[src/rtl/irpwfs_pkg.sv]
// Shared types and constants for the infrared pulse width frame sender.
// Beat payload structs, configuration register map and reset values.
// No dependencies.
package irpwfs_pkg;

    localparam int FRAME_BITS     = 16;
    localparam int BIT_IDX_W      = 5;
    localparam int TICK_W         = 16;
    localparam int CFG_IDX_W      = 4;
    localparam int FIELD_MAX      = 31;
    localparam int COPIES_DEFAULT = 2;

    localparam logic [TICK_W-1:0] LONG_RESET  = 16'd1600;
    localparam logic [TICK_W-1:0] SHORT_RESET = 16'd800;
    localparam logic [TICK_W-1:0] GAP_RESET   = 16'd3000;
    localparam logic [TICK_W-1:0] LEAD_RESET  = 16'd100;

    typedef enum logic [1:0] {
        OP_TICK   = 2'd0,
        OP_SEND   = 2'd1,
        OP_REPEAT = 2'd2
    } op_t;

    typedef enum logic [CFG_IDX_W-1:0] {
        REG_LONG  = 4'd0,
        REG_SHORT = 4'd1,
        REG_GAP   = 4'd2,
        REG_LEAD  = 4'd3
    } reg_idx_t;

    typedef struct packed {
        logic [1:0] operation;
        logic [7:0] player;
        logic [7:0] payload;
    } in_item_t;

    typedef struct packed {
        logic led;
        logic busy_res;
        logic rejected;
    } out_item_t;

    typedef struct packed {
        logic [TICK_W-1:0] long_ticks;
        logic [TICK_W-1:0] short_ticks;
        logic [TICK_W-1:0] gap_ticks;
        logic [TICK_W-1:0] lead_ticks;
        logic              long_nz;
        logic              short_nz;
        logic              gap_nz;
    } cfg_t;

endpackage

[src/rtl/irpwfs_cfg.sv]
// Timing register file for the infrared frame sender.
// Write-only registers plus non-zero flags; depends on irpwfs_pkg.
module irpwfs_cfg import irpwfs_pkg::*; (
    input  logic                 aclk,
    input  logic                 aresetn,
    input  logic                 cfg_we,
    input  logic [CFG_IDX_W-1:0] cfg_index,
    input  logic [TICK_W-1:0]    cfg_wdata,
    output cfg_t                 cfg
);

    logic [TICK_W-1:0] long_reg;
    logic [TICK_W-1:0] short_reg;
    logic [TICK_W-1:0] gap_reg;
    logic [TICK_W-1:0] lead_reg;

    always_ff @(posedge aclk) begin
        if (!aresetn) begin
            long_reg  <= LONG_RESET;
            short_reg <= SHORT_RESET;
            gap_reg   <= GAP_RESET;
            lead_reg  <= LEAD_RESET;
        end else if (cfg_we) begin
            unique case (cfg_index)
                REG_LONG:  long_reg  <= cfg_wdata;
                REG_SHORT: short_reg <= cfg_wdata;
                REG_GAP:   gap_reg   <= cfg_wdata;
                REG_LEAD:  lead_reg  <= cfg_wdata;
                default: begin
                end
            endcase
        end
    end

    always_comb begin
        cfg.long_ticks  = long_reg;
        cfg.short_ticks = short_reg;
        cfg.gap_ticks   = gap_reg;
        cfg.lead_ticks  = lead_reg;
        cfg.long_nz     = |long_reg;
        cfg.short_nz    = |short_reg;
        cfg.gap_nz      = |gap_reg;
    end

endmodule

[src/rtl/irpwfs_core.sv]
// Frame sequencer: command latching, frame build and pulse interval state.
// Resolves all zero-length intervals of one beat in a single pass.
// Depends on irpwfs_pkg.
module irpwfs_core import irpwfs_pkg::*; #(
    parameter int COPIES = COPIES_DEFAULT
) (
    input  logic      aclk,
    input  logic      aresetn,
    input  logic      item_go,
    input  in_item_t  item,
    input  cfg_t      cfg,
    output out_item_t result
);

    localparam logic [2:0]           COPIES_W = 3'(COPIES);
    localparam logic [BIT_IDX_W-1:0] LEAD_IDX = BIT_IDX_W'(FRAME_BITS);
    localparam logic [3:0]           TOP_BIT  = 4'(FRAME_BITS - 1);

    typedef enum logic [2:0] {
        PH_IDLE,
        PH_LEAD,
        PH_HIGH,
        PH_LOW,
        PH_GAP
    } phase_t;

    typedef struct packed {
        phase_t                phase;
        logic [BIT_IDX_W-1:0]  bit_idx;
        logic [1:0]            copy;
        logic [TICK_W-1:0]     ticks;
    } seq_t;

    function automatic seq_t enter_bit(input logic [15:0] fr, input logic [3:0] j,
                                       input logic [1:0] cp, input cfg_t c);
        seq_t r;
        logic b;
        b         = fr[j];
        r.bit_idx = {1'b0, j};
        r.copy    = cp;
        if (b ? c.long_nz : c.short_nz) begin
            r.phase = PH_HIGH;
            r.ticks = b ? c.long_ticks : c.short_ticks;
        end else begin
            r.phase = PH_LOW;
            r.ticks = b ? c.short_ticks : c.long_ticks;
        end
        return r;
    endfunction

    // End of one copy; with zero bit widths and no gap the rest go at once.
    function automatic seq_t copy_end(input logic [15:0] fr, input logic [1:0] cp,
                                      input cfg_t c);
        seq_t r;
        logic [1:0] cn;
        logic done;
        cn   = cp + 2'd1;
        done = (cn == 2'd0) || ({1'b0, cn} >= COPIES_W);
        r    = '{phase: PH_IDLE, bit_idx: '0, copy: cn, ticks: '0};
        if (!done) begin
            if (c.gap_nz) begin
                r = '{phase: PH_GAP, bit_idx: LEAD_IDX, copy: cn, ticks: c.gap_ticks};
            end else if (c.long_nz || c.short_nz) begin
                r = enter_bit(fr, TOP_BIT, cn, c);
            end
        end
        return r;
    endfunction

    function automatic seq_t next_bit(input logic [15:0] fr, input seq_t s, input cfg_t c);
        logic [BIT_IDX_W-1:0] dec;
        dec = s.bit_idx - 1'b1;
        if (s.bit_idx == '0 || !(c.long_nz || c.short_nz)) begin
            return copy_end(fr, s.copy, c);
        end
        return enter_bit(fr, dec[3:0], s.copy, c);
    endfunction

    function automatic seq_t resolve(input logic [15:0] fr, input seq_t s, input cfg_t c);
        seq_t r;
        logic b;
        r = s;
        b = fr[s.bit_idx[3:0]];
        if (s.phase != PH_IDLE && s.ticks == '0) begin
            if (s.phase == PH_HIGH && (b ? c.short_nz : c.long_nz)) begin
                r.phase = PH_LOW;
                r.ticks = b ? c.short_ticks : c.long_ticks;
            end else begin
                r = next_bit(fr, s, c);
            end
        end
        return r;
    endfunction

    logic [15:0] frame_reg,       frame_next;
    seq_t        seq_reg,         seq_next;
    logic        pend_send_reg,   pend_send_next;
    logic        pend_repeat_reg, pend_repeat_next;
    logic [7:0]  pend_player_reg, pend_player_next;
    logic [7:0]  pend_data_reg,   pend_data_next;

    logic rej;
    logic settle;
    seq_t s;

    always_comb begin
        frame_next       = frame_reg;
        s                = seq_reg;
        pend_send_next   = pend_send_reg;
        pend_repeat_next = pend_repeat_reg;
        pend_player_next = pend_player_reg;
        pend_data_next   = pend_data_reg;
        rej              = 1'b0;
        settle           = 1'b1;

        case (item.operation)
            OP_TICK: begin
                if (s.phase != PH_IDLE && s.ticks != '0) begin
                    s.ticks = s.ticks - 1'b1;
                end
            end
            OP_SEND: begin
                pend_player_next = item.player;
                pend_data_next   = item.payload;
                pend_send_next   = 1'b1;
                rej = (item.player > 8'(FIELD_MAX)) || (item.payload > 8'(FIELD_MAX));
            end
            OP_REPEAT: pend_repeat_next = 1'b1;
            default:   settle = 1'b0;
        endcase

        if (settle) begin
            s = resolve(frame_next, s, cfg);
            // At most two pickups per beat: one per pending flag.
            for (int k = 0; k < 2; k++) begin
                if (s.phase == PH_IDLE && (pend_send_next || pend_repeat_next)) begin
                    if (pend_send_next) begin
                        pend_send_next = 1'b0;
                        if (pend_player_next <= 8'(FIELD_MAX) &&
                            pend_data_next <= 8'(FIELD_MAX)) begin
                            frame_next = {1'b1, pend_player_next[4:0], pend_data_next[4:0],
                                          pend_player_next[4:0] ^ pend_data_next[4:0]};
                        end
                    end else begin
                        pend_repeat_next = 1'b0;
                    end
                    s = '{phase: PH_LEAD, bit_idx: LEAD_IDX, copy: 2'd0,
                          ticks: cfg.lead_ticks};
                    s = resolve(frame_next, s, cfg);
                end
            end
        end

        seq_next = s;
        result.led      = (s.phase == PH_HIGH);
        result.busy_res = (s.phase != PH_IDLE);
        result.rejected = rej;
    end

    always_ff @(posedge aclk) begin
        if (!aresetn) begin
            frame_reg       <= '0;
            seq_reg         <= '{phase: PH_IDLE, bit_idx: '0, copy: '0, ticks: '0};
            pend_send_reg   <= 1'b0;
            pend_repeat_reg <= 1'b0;
            pend_player_reg <= '0;
            pend_data_reg   <= '0;
        end else if (item_go) begin
            frame_reg       <= frame_next;
            seq_reg         <= seq_next;
            pend_send_reg   <= pend_send_next;
            pend_repeat_reg <= pend_repeat_next;
            pend_player_reg <= pend_player_next;
            pend_data_reg   <= pend_data_next;
        end
    end

endmodule

[src/rtl/ir_pulse_width_frame_sender.sv]
// Top level of the infrared pulse width frame sender.
// Input register, sequencer core, result register; depends on irpwfs_pkg,
// irpwfs_cfg and irpwfs_core.
//
//   port group   dir  handshake          payload
//   s_*          in   s_valid / s_ready  in_item_t  (operation, player, payload)
//   m_*          out  m_valid / m_ready  out_item_t (led, busy_res, rejected)
//   cfg_*        in   cfg_we             cfg_index, cfg_wdata
//
// One beat per clock sustained while m_ready stays high.
// Latency is set by the input register and the result register; the whole
// interval and pickup update of a beat sits between them.
// Synchronous active-low reset; timing registers return to their defaults.
// A stalled result holds the pipe; an empty input register takes one more
// beat, then s_ready drops until the result is taken.
module ir_pulse_width_frame_sender import irpwfs_pkg::*; #(
    parameter int COPIES = COPIES_DEFAULT
) (
    input  logic                 aclk,
    input  logic                 aresetn,
    input  logic                 s_valid,
    output logic                 s_ready,
    input  in_item_t             s_data,
    output logic                 m_valid,
    input  logic                 m_ready,
    output out_item_t            m_data,
    input  logic                 cfg_we,
    input  logic [CFG_IDX_W-1:0] cfg_index,
    input  logic [TICK_W-1:0]    cfg_wdata
);

    logic      in_valid_reg;
    in_item_t  in_data_reg;
    logic      m_valid_reg;
    out_item_t m_data_reg;
    out_item_t core_result;
    cfg_t      cfg;
    logic      advance;

    assign advance = in_valid_reg && (!m_valid_reg || m_ready);
    assign s_ready = !in_valid_reg || advance;
    assign m_valid = m_valid_reg;
    assign m_data  = m_data_reg;

    irpwfs_cfg u_cfg (
        .aclk      (aclk),
        .aresetn   (aresetn),
        .cfg_we    (cfg_we),
        .cfg_index (cfg_index),
        .cfg_wdata (cfg_wdata),
        .cfg       (cfg)
    );

    irpwfs_core #(
        .COPIES (COPIES)
    ) u_core (
        .aclk    (aclk),
        .aresetn (aresetn),
        .item_go (advance),
        .item    (in_data_reg),
        .cfg     (cfg),
        .result  (core_result)
    );

    always_ff @(posedge aclk) begin
        if (!aresetn) begin
            in_valid_reg <= 1'b0;
            m_valid_reg  <= 1'b0;
        end else begin
            if (s_ready) begin
                in_valid_reg <= s_valid;
            end
            if (advance) begin
                m_valid_reg <= 1'b1;
            end else if (m_ready) begin
                m_valid_reg <= 1'b0;
            end
        end
    end

    always_ff @(posedge aclk) begin
        if (s_valid && s_ready) begin
            in_data_reg <= s_data;
        end
        if (advance) begin
            m_data_reg <= core_result;
        end
    end

endmodule
[config.mk]
export PLATFORM = sky130hd
export DESIGN_NAME = ir_pulse_width_frame_sender
export DESIGN_NICKNAME = d
export VERILOG_FILES = /design/src/rtl/irpwfs_pkg.sv /design/src/rtl/irpwfs_cfg.sv /design/src/rtl/irpwfs_core.sv /design/src/rtl/ir_pulse_width_frame_sender.sv
export SDC_FILE = /design/constraint.sdc
export NUM_CORES = 1
export LEC_CHECK = 0
export ABC_AREA = 1
export BUFFER_PORTS_ARGS = -buffer_cell sky130_fd_sc_hd__buf_4
export CORE_ASPECT_RATIO = 2
export CORE_MARGIN = 3
export CORE_UTILIZATION = 50
export CTS_CLUSTER_SIZE = 10
export DETAILED_ROUTE_END_ITERATION = 10
export GPL_ROUTABILITY_DRIVEN = 0
export PLACE_DENSITY = 0.67
export SETUP_SLACK_MARGIN = 0.02
export SYNTH_ARGS = -nofsm -noshare
export SYNTH_HDL_FRONTEND = slang
export SYNTH_SLANG_ARGS = --single-unit
[constraint.sdc]
create_clock -name aclk -period 8.2 [get_ports aclk]
set_input_delay 0.41 -clock aclk [delete_from_list [all_inputs] [get_ports aclk]]
set_output_delay 0.41 -clock aclk [all_outputs]
set_load 0.01 [all_outputs]
After elaboration in Yosys (flattened, before gate mapping)
Index checks and enable logic that the tools add are counted.

cells by class
  mux-type cells = 85
  $add $sub $neg = 3
  equality and inequality tests = 10
  bitwise logic cells = 1
  reductions and logical operators = 42
  $lt $le $gt $ge = 7

operators by type and width
  cell                     number
  $mux W26                 17
  $mux W16                 26
  $reduce_or A16 Y1        3
  $mux W1                  36
  $logic_not A16 Y1        2
  $gt A8 B5 Y1 const B     2
  $le A8 B5 Y1 const B     2
  $mux W8                  2
  $reduce_bool A16 Y1      1
  $sub A16 B1 Y16 const B  1
  $ne A4 B4 Y1 const B     3
  $lt A4 B5 Y1 const B     2
  $reduce_and A2 Y1        5
  $bmux W1 S4              2
  $eq A4 B2 Y1 const B     2
  $logic_and A1 B1 Y1      8
  $logic_or A1 B1 Y1       8
  $mux W7                  1
  $eq A3 B2 Y1 const B     2
  $logic_not A3 Y1         2
  $reduce_bool A3 Y1       2
  $logic_not A5 Y1         1
  $reduce_and A5 Y1        1
  $xor A5 B5 Y5            1
  other kinds (13)         16

storage, ports and cells
  register bits after elaboration = 147
  logic and storage cells = 169
  output and inout bits = 5
  input port bits = 43

Logic depth before layout (Yosys ltp)
Gate-level depths: netlist of the first run.

  word-level depth = 33
  depth in mapped cells = 24
  depth with buffers taken out = 23

Modules after synthesis
Synthesis of the first run repeated with hierarchy kept, for this count alone.

unflattened totals
  cells, all modules = 1,519
  area, all modules = 9,744.3 um2

modules (own cells, without submodules)
  module                       area each (um2)  cells an instance  sequential area each (um2)  instances
  irpwfs_core                  5,920.7          1,014              1,201.2                     1
  irpwfs_cfg                   3,098.0          471                1,281.2                     1
  ir_pulse_width_frame_sender  725.7            34                 670.6                       1

Worst setup path after synthesis of the first run
OpenSTA, ideal clock, no wires.

  path type = reg2reg
  start point = reg u_core.seq_reg[0] (netlist bit)
  end point = reg m_data_reg, in the netlist m_data[2], data pin
  buffers on the path = 1
  period minus slack after synthesis = 2,704 ps
  stages on the path, launching flop included = 21
  setup slack = 5,496 ps
  data required time = 7,943 ps
  arrival = 2,447 ps
  library setup time = 257 ps
  path through = dfxtp_1 inv_1 ha_1 nand2_2 nor2_4 nand2_4 buf_6 nand3_1 nand2_1 nand2_2 nand3b_1 nor2_2 nand3_4 nand2_1 nand2_2 nor2_8 nand3_4 o211ai_1 nand2_1 nand2_1 nor2_1

RTL lines
  item                      line                               source
  start: declaration        irpwfs_core.sv:96                  seq_t seq_reg, seq_next;
  start signal: assignment  irpwfs_core.sv:163                 seq_reg <= '{phase: PH_IDLE, bit_idx: '0, copy: '0, ticks: '0};
  start signal: assignment  irpwfs_core.sv:170                 seq_reg <= seq_next;
  end signal: assignment    ir_pulse_width_frame_sender.sv:86  m_data_reg <= core_result;
  end: declaration          ir_pulse_width_frame_sender.sv:35  out_item_t m_data_reg;

Worst setup path after layout of the first run
  start point = reg in_data_reg[16] (netlist bit)
  end point = reg u_core.seq_reg[0] (netlist bit)

on the way
  longest elaborated chain between the ends = 19
  elaborated cells between the ends (all ways) = 54
  those cells by class = order compare: 2; eq/ne: 2; mux: 39; reduce/logical: 11

ends and longest elaborated chain
  item                                                     line                                    source
  start: declaration                                       ir_pulse_width_frame_sender.sv:33       in_item_t in_data_reg;
  start signal: assignment                                 ir_pulse_width_frame_sender.sv:83       in_data_reg <= s_data;
  $eq A2 B1 Y1 / $logic_not A2 Y1 (equally long branches)  irpwfs_core.sv:116                      case (item.operation)
  $mux W8 / $mux W16 (equally long branches)               irpwfs_core.sv:116
  $le A8 B5 Y1, or another cell as far along               irpwfs_core.sv:139                      if (pend_player_next <= 8'(FIELD_MAX) &&
  $logic_and A1 B1 Y1, on equally long branches            irpwfs_core.sv:139, irpwfs_core.sv:84
  $mux W16 / $mux W26 (equally long branches)              irpwfs_core.sv:139, irpwfs_core.sv:84
  $mux W16 / $mux W26 (equally long branches)              irpwfs_core.sv:137, irpwfs_core.sv:132
  $mux W16 / $logic_not A3 Y1 (equally long branches)      irpwfs_core.sv:136                      if (s.phase == PH_IDLE && (pend_send_next || pend_repeat_next)) begin
  $mux W16 / $logic_and A1 B1 Y1 (equally long branches)   irpwfs_core.sv:132, irpwfs_core.sv:136
  [... 3 more ...]                                         -
  $mux W16                                                 irpwfs_core.sv:136
  $mux W16                                                 irpwfs_core.sv:132                      if (settle) begin
  $mux W16, or another cell as far along                   irpwfs_core.sv:46                       r.ticks = b ? c.short_ticks : c.long_ticks;
  $mux W16                                                 irpwfs_core.sv:41                       if (b ? c.long_nz : c.short_nz) begin
  $mux W26                                                 irpwfs_core.sv:76                       return enter_bit(fr, dec[3:0], s.copy, c);
  $mux W26                                                 irpwfs_core.sv:84                       if (s.phase != PH_IDLE && s.ticks == '0) begin
  $mux W26                                                 irpwfs_core.sv:136
  $mux W26 *                                               irpwfs_core.sv:132

Mark *: on every way between the ends. The rest lies on a longest branch, timed or not. The select of a mux whose other input is x is not followed.
A chain may end at the register's enable or synchronous reset.

==> results of run 1 <==
[through the flow]
step,hold WS (ns),utilization,worst slack [ns],std cells
after floorplan,0.438,-,5.50,1350
after global routing,0.145,0.561,3.31,1576
after global placement,0.452,0.528,3.75,1544
after detailed placement,0.458,0.528,3.77,1544
after CTS,0.145,0.561,3.74,1576
final,0.141,0.561,3.67,1576
[cell usage after synthesis, types with 2 or more instances]
| library cell | count | area (um2) |
|---|---|---|
| a21oi_1 | 146 | 731 |
| a21oi_2 | 2 | 17.5 |
| a311oi_1 | 2 | 17.5 |
| a31oi_1 | 22 | 138 |
| buf_2 | 13 | 65.1 |
| buf_6 | 5 | 56.3 |
| clkbuf_1 | 54 | 203 |
| dfxtp_1 | 126 | 2520 |
| edfxtp_1 | 21 | 631 |
| ha_1 | 4 | 50.1 |
| inv_1 | 164 | 616 |
| inv_2 | 7 | 26.3 |
| mux2i_1 | 6 | 60.1 |
| nand2_1 | 248 | 931 |
| nand2_2 | 12 | 75.1 |
| nand2_4 | 3 | 33.8 |
| nand3_1 | 118 | 591 |
| nand3_2 | 5 | 50.1 |
| nand3_4 | 2 | 35.0 |
| nand3b_1 | 3 | 22.5 |
| nand4_1 | 34 | 213 |
| nand4_2 | 2 | 25.0 |
| nor2_1 | 70 | 263 |
| nor2_2 | 8 | 50.1 |
| nor2_4 | 5 | 56.3 |
| nor2_8 | 2 | 40.0 |
| nor3_1 | 12 | 60.1 |
| nor4_1 | 5 | 31.3 |
| o211ai_1 | 40 | 300 |
| o211ai_2 | 4 | 50.1 |
| o21ai_0 | 173 | 866 |
| o21ai_1 | 9 | 45.0 |
| or2_2 | 6 | 37.5 |
| xor2_1 | 6 | 52.6 |
[per-layer routing]
metal  vias up  part of all wire  track usage
met5         -                 0            0
li1       4584                 -            -
met3       154             0.051       0.0418
met1      4232              0.34        0.297
met2       379              0.52        0.541
met4         0             0.086        0.242
[power breakdown]
group | switching, mW | total [mW] | internal [mW]
combinational | 0.247 | 0.358 | 0.112
sequential | 0.0258 | 0.790 | 0.765
clock | 0.356 | 0.781 | 0.426
total | 0.628 | 1.93 | 1.30
[critical path: stages (launching register included)]
cell,delay [ns]
edfxtp_1,0.43
nand2_1,0.56
inv_1,0.34
o21ai_0,0.28
and2_1,0.18
nand4_2,0.41
nand3_1,0.68
nand2_1,0.64
o211ai_1,0.39
o211ai_1,0.17
o211ai_1,0.24
a21oi_1,0.09
[worst paths after layout]
path                                  startpoint                             endpoint  slack (ns)  cells past startpoint
min                                   s_data[13]            in_data_reg[13]$_DFFE_PP_        0.14                      1
max                    in_data_reg[16]$_DFFE_PP_       u_core.seq_reg[0]$_SDFFE_PN0P_        3.67                     11
min reg2reg  u_core.pend_repeat_reg$_SDFFE_PN0P_  u_core.pend_repeat_reg$_SDFFE_PN0P_        0.47                      2
max reg2reg            in_data_reg[16]$_DFFE_PP_       u_core.seq_reg[0]$_SDFFE_PN0P_        3.67                     11
[final cells by class]
class,instances,area [um2]
clock inverter,15,146
fill,1769,7810
inverter,174,661
sequential,147,3150
multi-input combinational,956,4910
timing repair buffer,54,405
clock buffer,17,425
tap,213,267
[cell families after synthesis]
family                     after synthesis  synth area share
and+or+nand+nor                        536             0.278
AOI/OAI and AO/OA                      403             0.245
buffers and inverters                  247             0.110
DFF                                    147             0.348
xor gates and xnor gates                 7           0.00677
muxes                                    6           0.00663
adders and majority gates                4           0.00552
==> reports/qor.csv, run 1 <==
metric,value,unit
status,completed,
HPWL Detailed,22800,um
peak supply drop,0.000186,V
Slew headroom,0.0664,
Worst-Skew Late Latency,0.45,ns
H-tree levels,4,
Area growth syn-to-layout,10.0,%
CTS buffer count,17,
PostCTS Resize Cnt,0,
number of distinct library cells after synthesis,45,
critical path startpoint category,flip-flop,
# rows,69,
CTS tree,done,
"commonest non-fill, non-tap cell in the layout",nand2_1,
"Setup Fix Bufs, Post-CTS",0,
max reg flops,26,
Routed WL,30000,um
Leak,4.28,nW
initial core utilization,0.509,
DRC Markers,0,
setup TNS,0,ns
worst-case clock buffer depth,2,
layout cells sized above 1,0.109,
Routed WL per cell,19.0,um
"EDFF count, synth",21,
worst hold-check path type,input port to flip-flop,
die area,0.0199,mm2
Post-synth ARST share,0,
# setup viols final,0,
post-route ant nets,0,
total core area,0.0178,mm2
Critical Path RT,8.52,ns
clk_skew,0.0163,ns
vias in the first global route,8930,
final hold violations,0,
CP Class,flip-flop to flip-flop,
RSZ-0062 raised after global routing,no,
Die Height,196,um
largest net degree at the start of global routing,66,
GR Util All Layers,0.301,
die width,101,um
First DRT Iteration DRCs,577,
sequential area share after synthesis,0.348,
Final min period,4.53,ns
I/O Buffers,47,
"commonest cells after routing, fill and taps aside","nand2_1, o21ai_0, inv_1",
initial antenna violation count,0,
Nets,1397,
max_cap viols,0,
top_reg_cell synth,dfxtp_1,
Antenna Cells,0,
worst-margin pin slew,1.40,ns
nature of the critical path endpoint,flip-flop,
worst-path maximum fanout,20,
Slew Limit Fails,0,
Vias,9349,
vias per cell,5.93,
Congestion Overflow GR,0,
Synth warnings,0,
hold buffers post-CTS,0,
Final Cell Area,0.00997,mm2
Mapped Cells,1350,
Tot Pwr,1.93,mW
"Cell Area, Synth",0.00906,mm2
root buffer cell,clkbuf_16,
placed inst area,0.00940,mm2
First-pass DRT Iterations,7,
first-pass GRT wire length,46300,um
f_max,221,MHz
final period utilization,0.553,
"Reg clk slew, reported paths",0.07,ns
CTS Sinks,147,
Cell Pwr Density,194,mW/mm2
"Net Count, Synth",1397,
number of synthesized register bits,147,
Worst EP arrival,4.86,ns
"Avg Cell Area, Syn",6.71,um2
IO Pins,48,
(Power assumes the default switching activity.)
==> run 2, diff against run 1 <==
- PLACE_DENSITY: 0.67 -> 0.7
- clock period: 8.2 -> 3.8 ns (I/O delays scaled with it)
==> run 2 against run 1 <==
Compared with the run above: utilization up 2.4 points; design area up 4.2%; worst hold slack worse by 0.13 ns; die area unchanged; fmax up 28%; global-route usage up 1.4 points; cell count up 3.0%; power up 120%; non-clock buffer count up 47; sequential power up 120%; combinational power up 130%; count of clock-buffer cells in the layout up 5.
==> reports/qor.csv, run 2 (same netlist as run 1, synthesis figures left out) <==
metric,value,unit,change
Leak,4.49,nW,was 4.28 nW
total core area,0.0178,mm2,unchanged
nature of the critical path endpoint,flip-flop,,unchanged
vias in the first global route,9095,,"was 8,930"
clk_skew,0.0140,ns,was 0.0163 ns
H-tree levels,4,,unchanged
First DRT Iteration DRCs,706,,was 577
vias per cell,6.00,,was 5.93
I/O Buffers,47,,unchanged
CTS buffer count,17,,unchanged
sw frac,0.316,,was 0.325
Hold WS,0.0104,ns,was 0.141 ns
layout cells sized above 1,0.121,,was 0.109
"commonest non-fill, non-tap cell in the layout",nand2_1,,unchanged
Routed WL per cell,18.9,um,was 19.0 um
"critical path, cell by cell","inv_1, nand2_1, nand2_1, nor2_2, nand2_1, nand2_1, nand2_1, nor2_1, nand3_1, nor2_1, nand3_1, nand2_1, nand2_2, nor2_8, nand3_4, inv_4, nand2_2, nand3_1, o21ai_1, nor2_1",,"was nand2_1, inv_1, o21ai_0, and2_1, nand4_2, nand3_1, nand2_1, o211ai_1, o211ai_1, o211ai_1, a21oi_1"
"Reg clk slew, reported paths",0.07,ns,about the same
CP most frequent cell,nand2_1,,was o211ai_1
initial core utilization,0.509,,unchanged
die area,0.0199,mm2,unchanged
"Setup Fix Bufs, Post-CTS",0,,unchanged
worst-case clock buffer depth,2,,unchanged
f_max,282,MHz,was 221 MHz
Slew headroom,0.466,,was 0.0664
worst-path maximum fanout,15,,was 20
first-pass GRT wire length,48600,um,"was 46,300 um"
Routed WL,30700,um,"was 30,000 um"
max_cap viols,0,,unchanged
post-route ant nets,0,,unchanged
Finished Core Util,0.584,,was 0.561
worst-margin pin slew,0.800,ns,was 1.40 ns
root buffer cell,clkbuf_16,,unchanged
CP max stage cell,nand2_1,,was nand3_1
HPWL Detailed,22900,um,"was 22,800 um"
IO Pins,48,,unchanged
Congestion Overflow GR,0,,unchanged
Critical Path RT,4.08,ns,was 8.52 ns
critical path startpoint category,flip-flop,,unchanged
Worst-Skew Late Latency,0.43,ns,was 0.45 ns
die width,101,um,unchanged
CTS Sinks,147,,unchanged
Nets,1444,,"was 1,397"
Vias,9745,,"was 9,349"
Die Height,196,um,unchanged
CTS tree,done,,unchanged
Area growth syn-to-layout,14.7,%,was 10.0%
internal power,2.87,mW,was 1.30 mW
CP max stage delay,0.41,ns,was 0.68 ns
Cell Pwr Density,403,mW/mm2,was 194 mW/mm2
sequential share of power,0.406,,was 0.410
CP Class,flip-flop to flip-flop,,unchanged
setup TNS,0,ns,unchanged
clock power share,0.398,,was 0.405
combinational share of power,0.196,,was 0.186
Switch Pwr,1.32,mW,was 0.628 mW
Tot Pwr,4.19,mW,was 1.93 mW
status,completed,,unchanged
initial antenna violation count,0,,unchanged
final period utilization,0.935,,was 0.553
max reg flops,26,,unchanged
Slew Limit Fails,0,,unchanged
Antenna Cells,0,,unchanged
final hold violations,0,,unchanged
GR Util All Layers,0.315,,was 0.301
# setup viols final,0,,unchanged
largest net degree at the start of global routing,63,,was 66
"commonest cells after routing, fill and taps aside","nand2_1, o21ai_0, inv_1",,unchanged
RSZ-0062 raised after global routing,no,,unchanged
worst hold-check path type,input port to flip-flop,,unchanged
DRC Markers,0,,unchanged
Worst EP arrival,3.83,ns,was 4.86 ns
peak supply drop,0.000361,V,was 0.000186 V
First-pass DRT Iterations,6,,was 7
Reg2Reg Setup Slack,0.25,ns,was 3.67 ns
Final min period,3.55,ns,was 4.53 ns
# rows,69,,unchanged
==> run 2: area by class of cell <==
type | instances | area [um2]
fill | 1702 | 7390
multi-input combinational | 956 | 4920
sequential | 147 | 3150
timing repair buffer | 101 | 816
inverter | 174 | 661
clock buffer | 22 | 497
tap | 213 | 267
clock inverter | 10 | 85.1
==> run 2: worst max-delay path, delay by kind of cell (launching register included) <==
kind	cells	cell delay, ns
and+or+nand+nor	17	2.59
buffers and inverters	2	0.32
DFF	1	0.39
AOI/OAI and AO/OA	1	0.09
==> run 2: path summary, 6_finish.rpt <==
check,startpoint,to,cells after the start
worst max-delay path,u_core.seq_reg[24]$_SDFFE_PN0P_,m_data[2]$_DFFE_PP_,20
worst min-delay path,cfg_wdata[7],u_cfg.gap_reg[7]$_SDFFE_PN1P_,3
worst max register to register,u_core.seq_reg[24]$_SDFFE_PN0P_,m_data[2]$_DFFE_PP_,20
worst min register to register,u_core.seq_reg[22]$_SDFFE_PN0P_,u_core.seq_reg[22]$_SDFFE_PN0P_,2
==> run 2: through the flow <==
stage	cell area, um2	setup slack, ns	cells
after floorplan	9060	1.10	1350
after global placement	9570	0.345	1568
after detailed placement	9570	0.328	1568
after CTS	10400	0.301	1623
after global routing	10400	0.0178	1623
final	10400	0.249	1623
==> run 2: per-layer routing <==
layer,track usage,share of wire,wire (um)
met1,0.324,0.34,10500
met2,0.553,0.52,15900
met3,0.0464,0.047,1440
met4,0.245,0.094,2900
met5,0,0,0
==> run 2: power by group through the flow <==
stage	registers, mW	clock network (mW)	logic (mW)
4_1_cts	1.70	1.68	0.805
5_1_grt	1.71	1.75	0.903
2_1_floorplan	1.72	0	0.571
3_5_place_dp	1.73	0	0.780
6_report	1.70	1.67	0.820
3_3_place_gp	1.73	0	0.774
==> run 2: timing repair <==
item	4_1_cts	5_1_grt
endpoints found under the hold margin	24	0
resized for setup	0	1
endpoints found under the setup margin	0	34
hold buffers	23	0
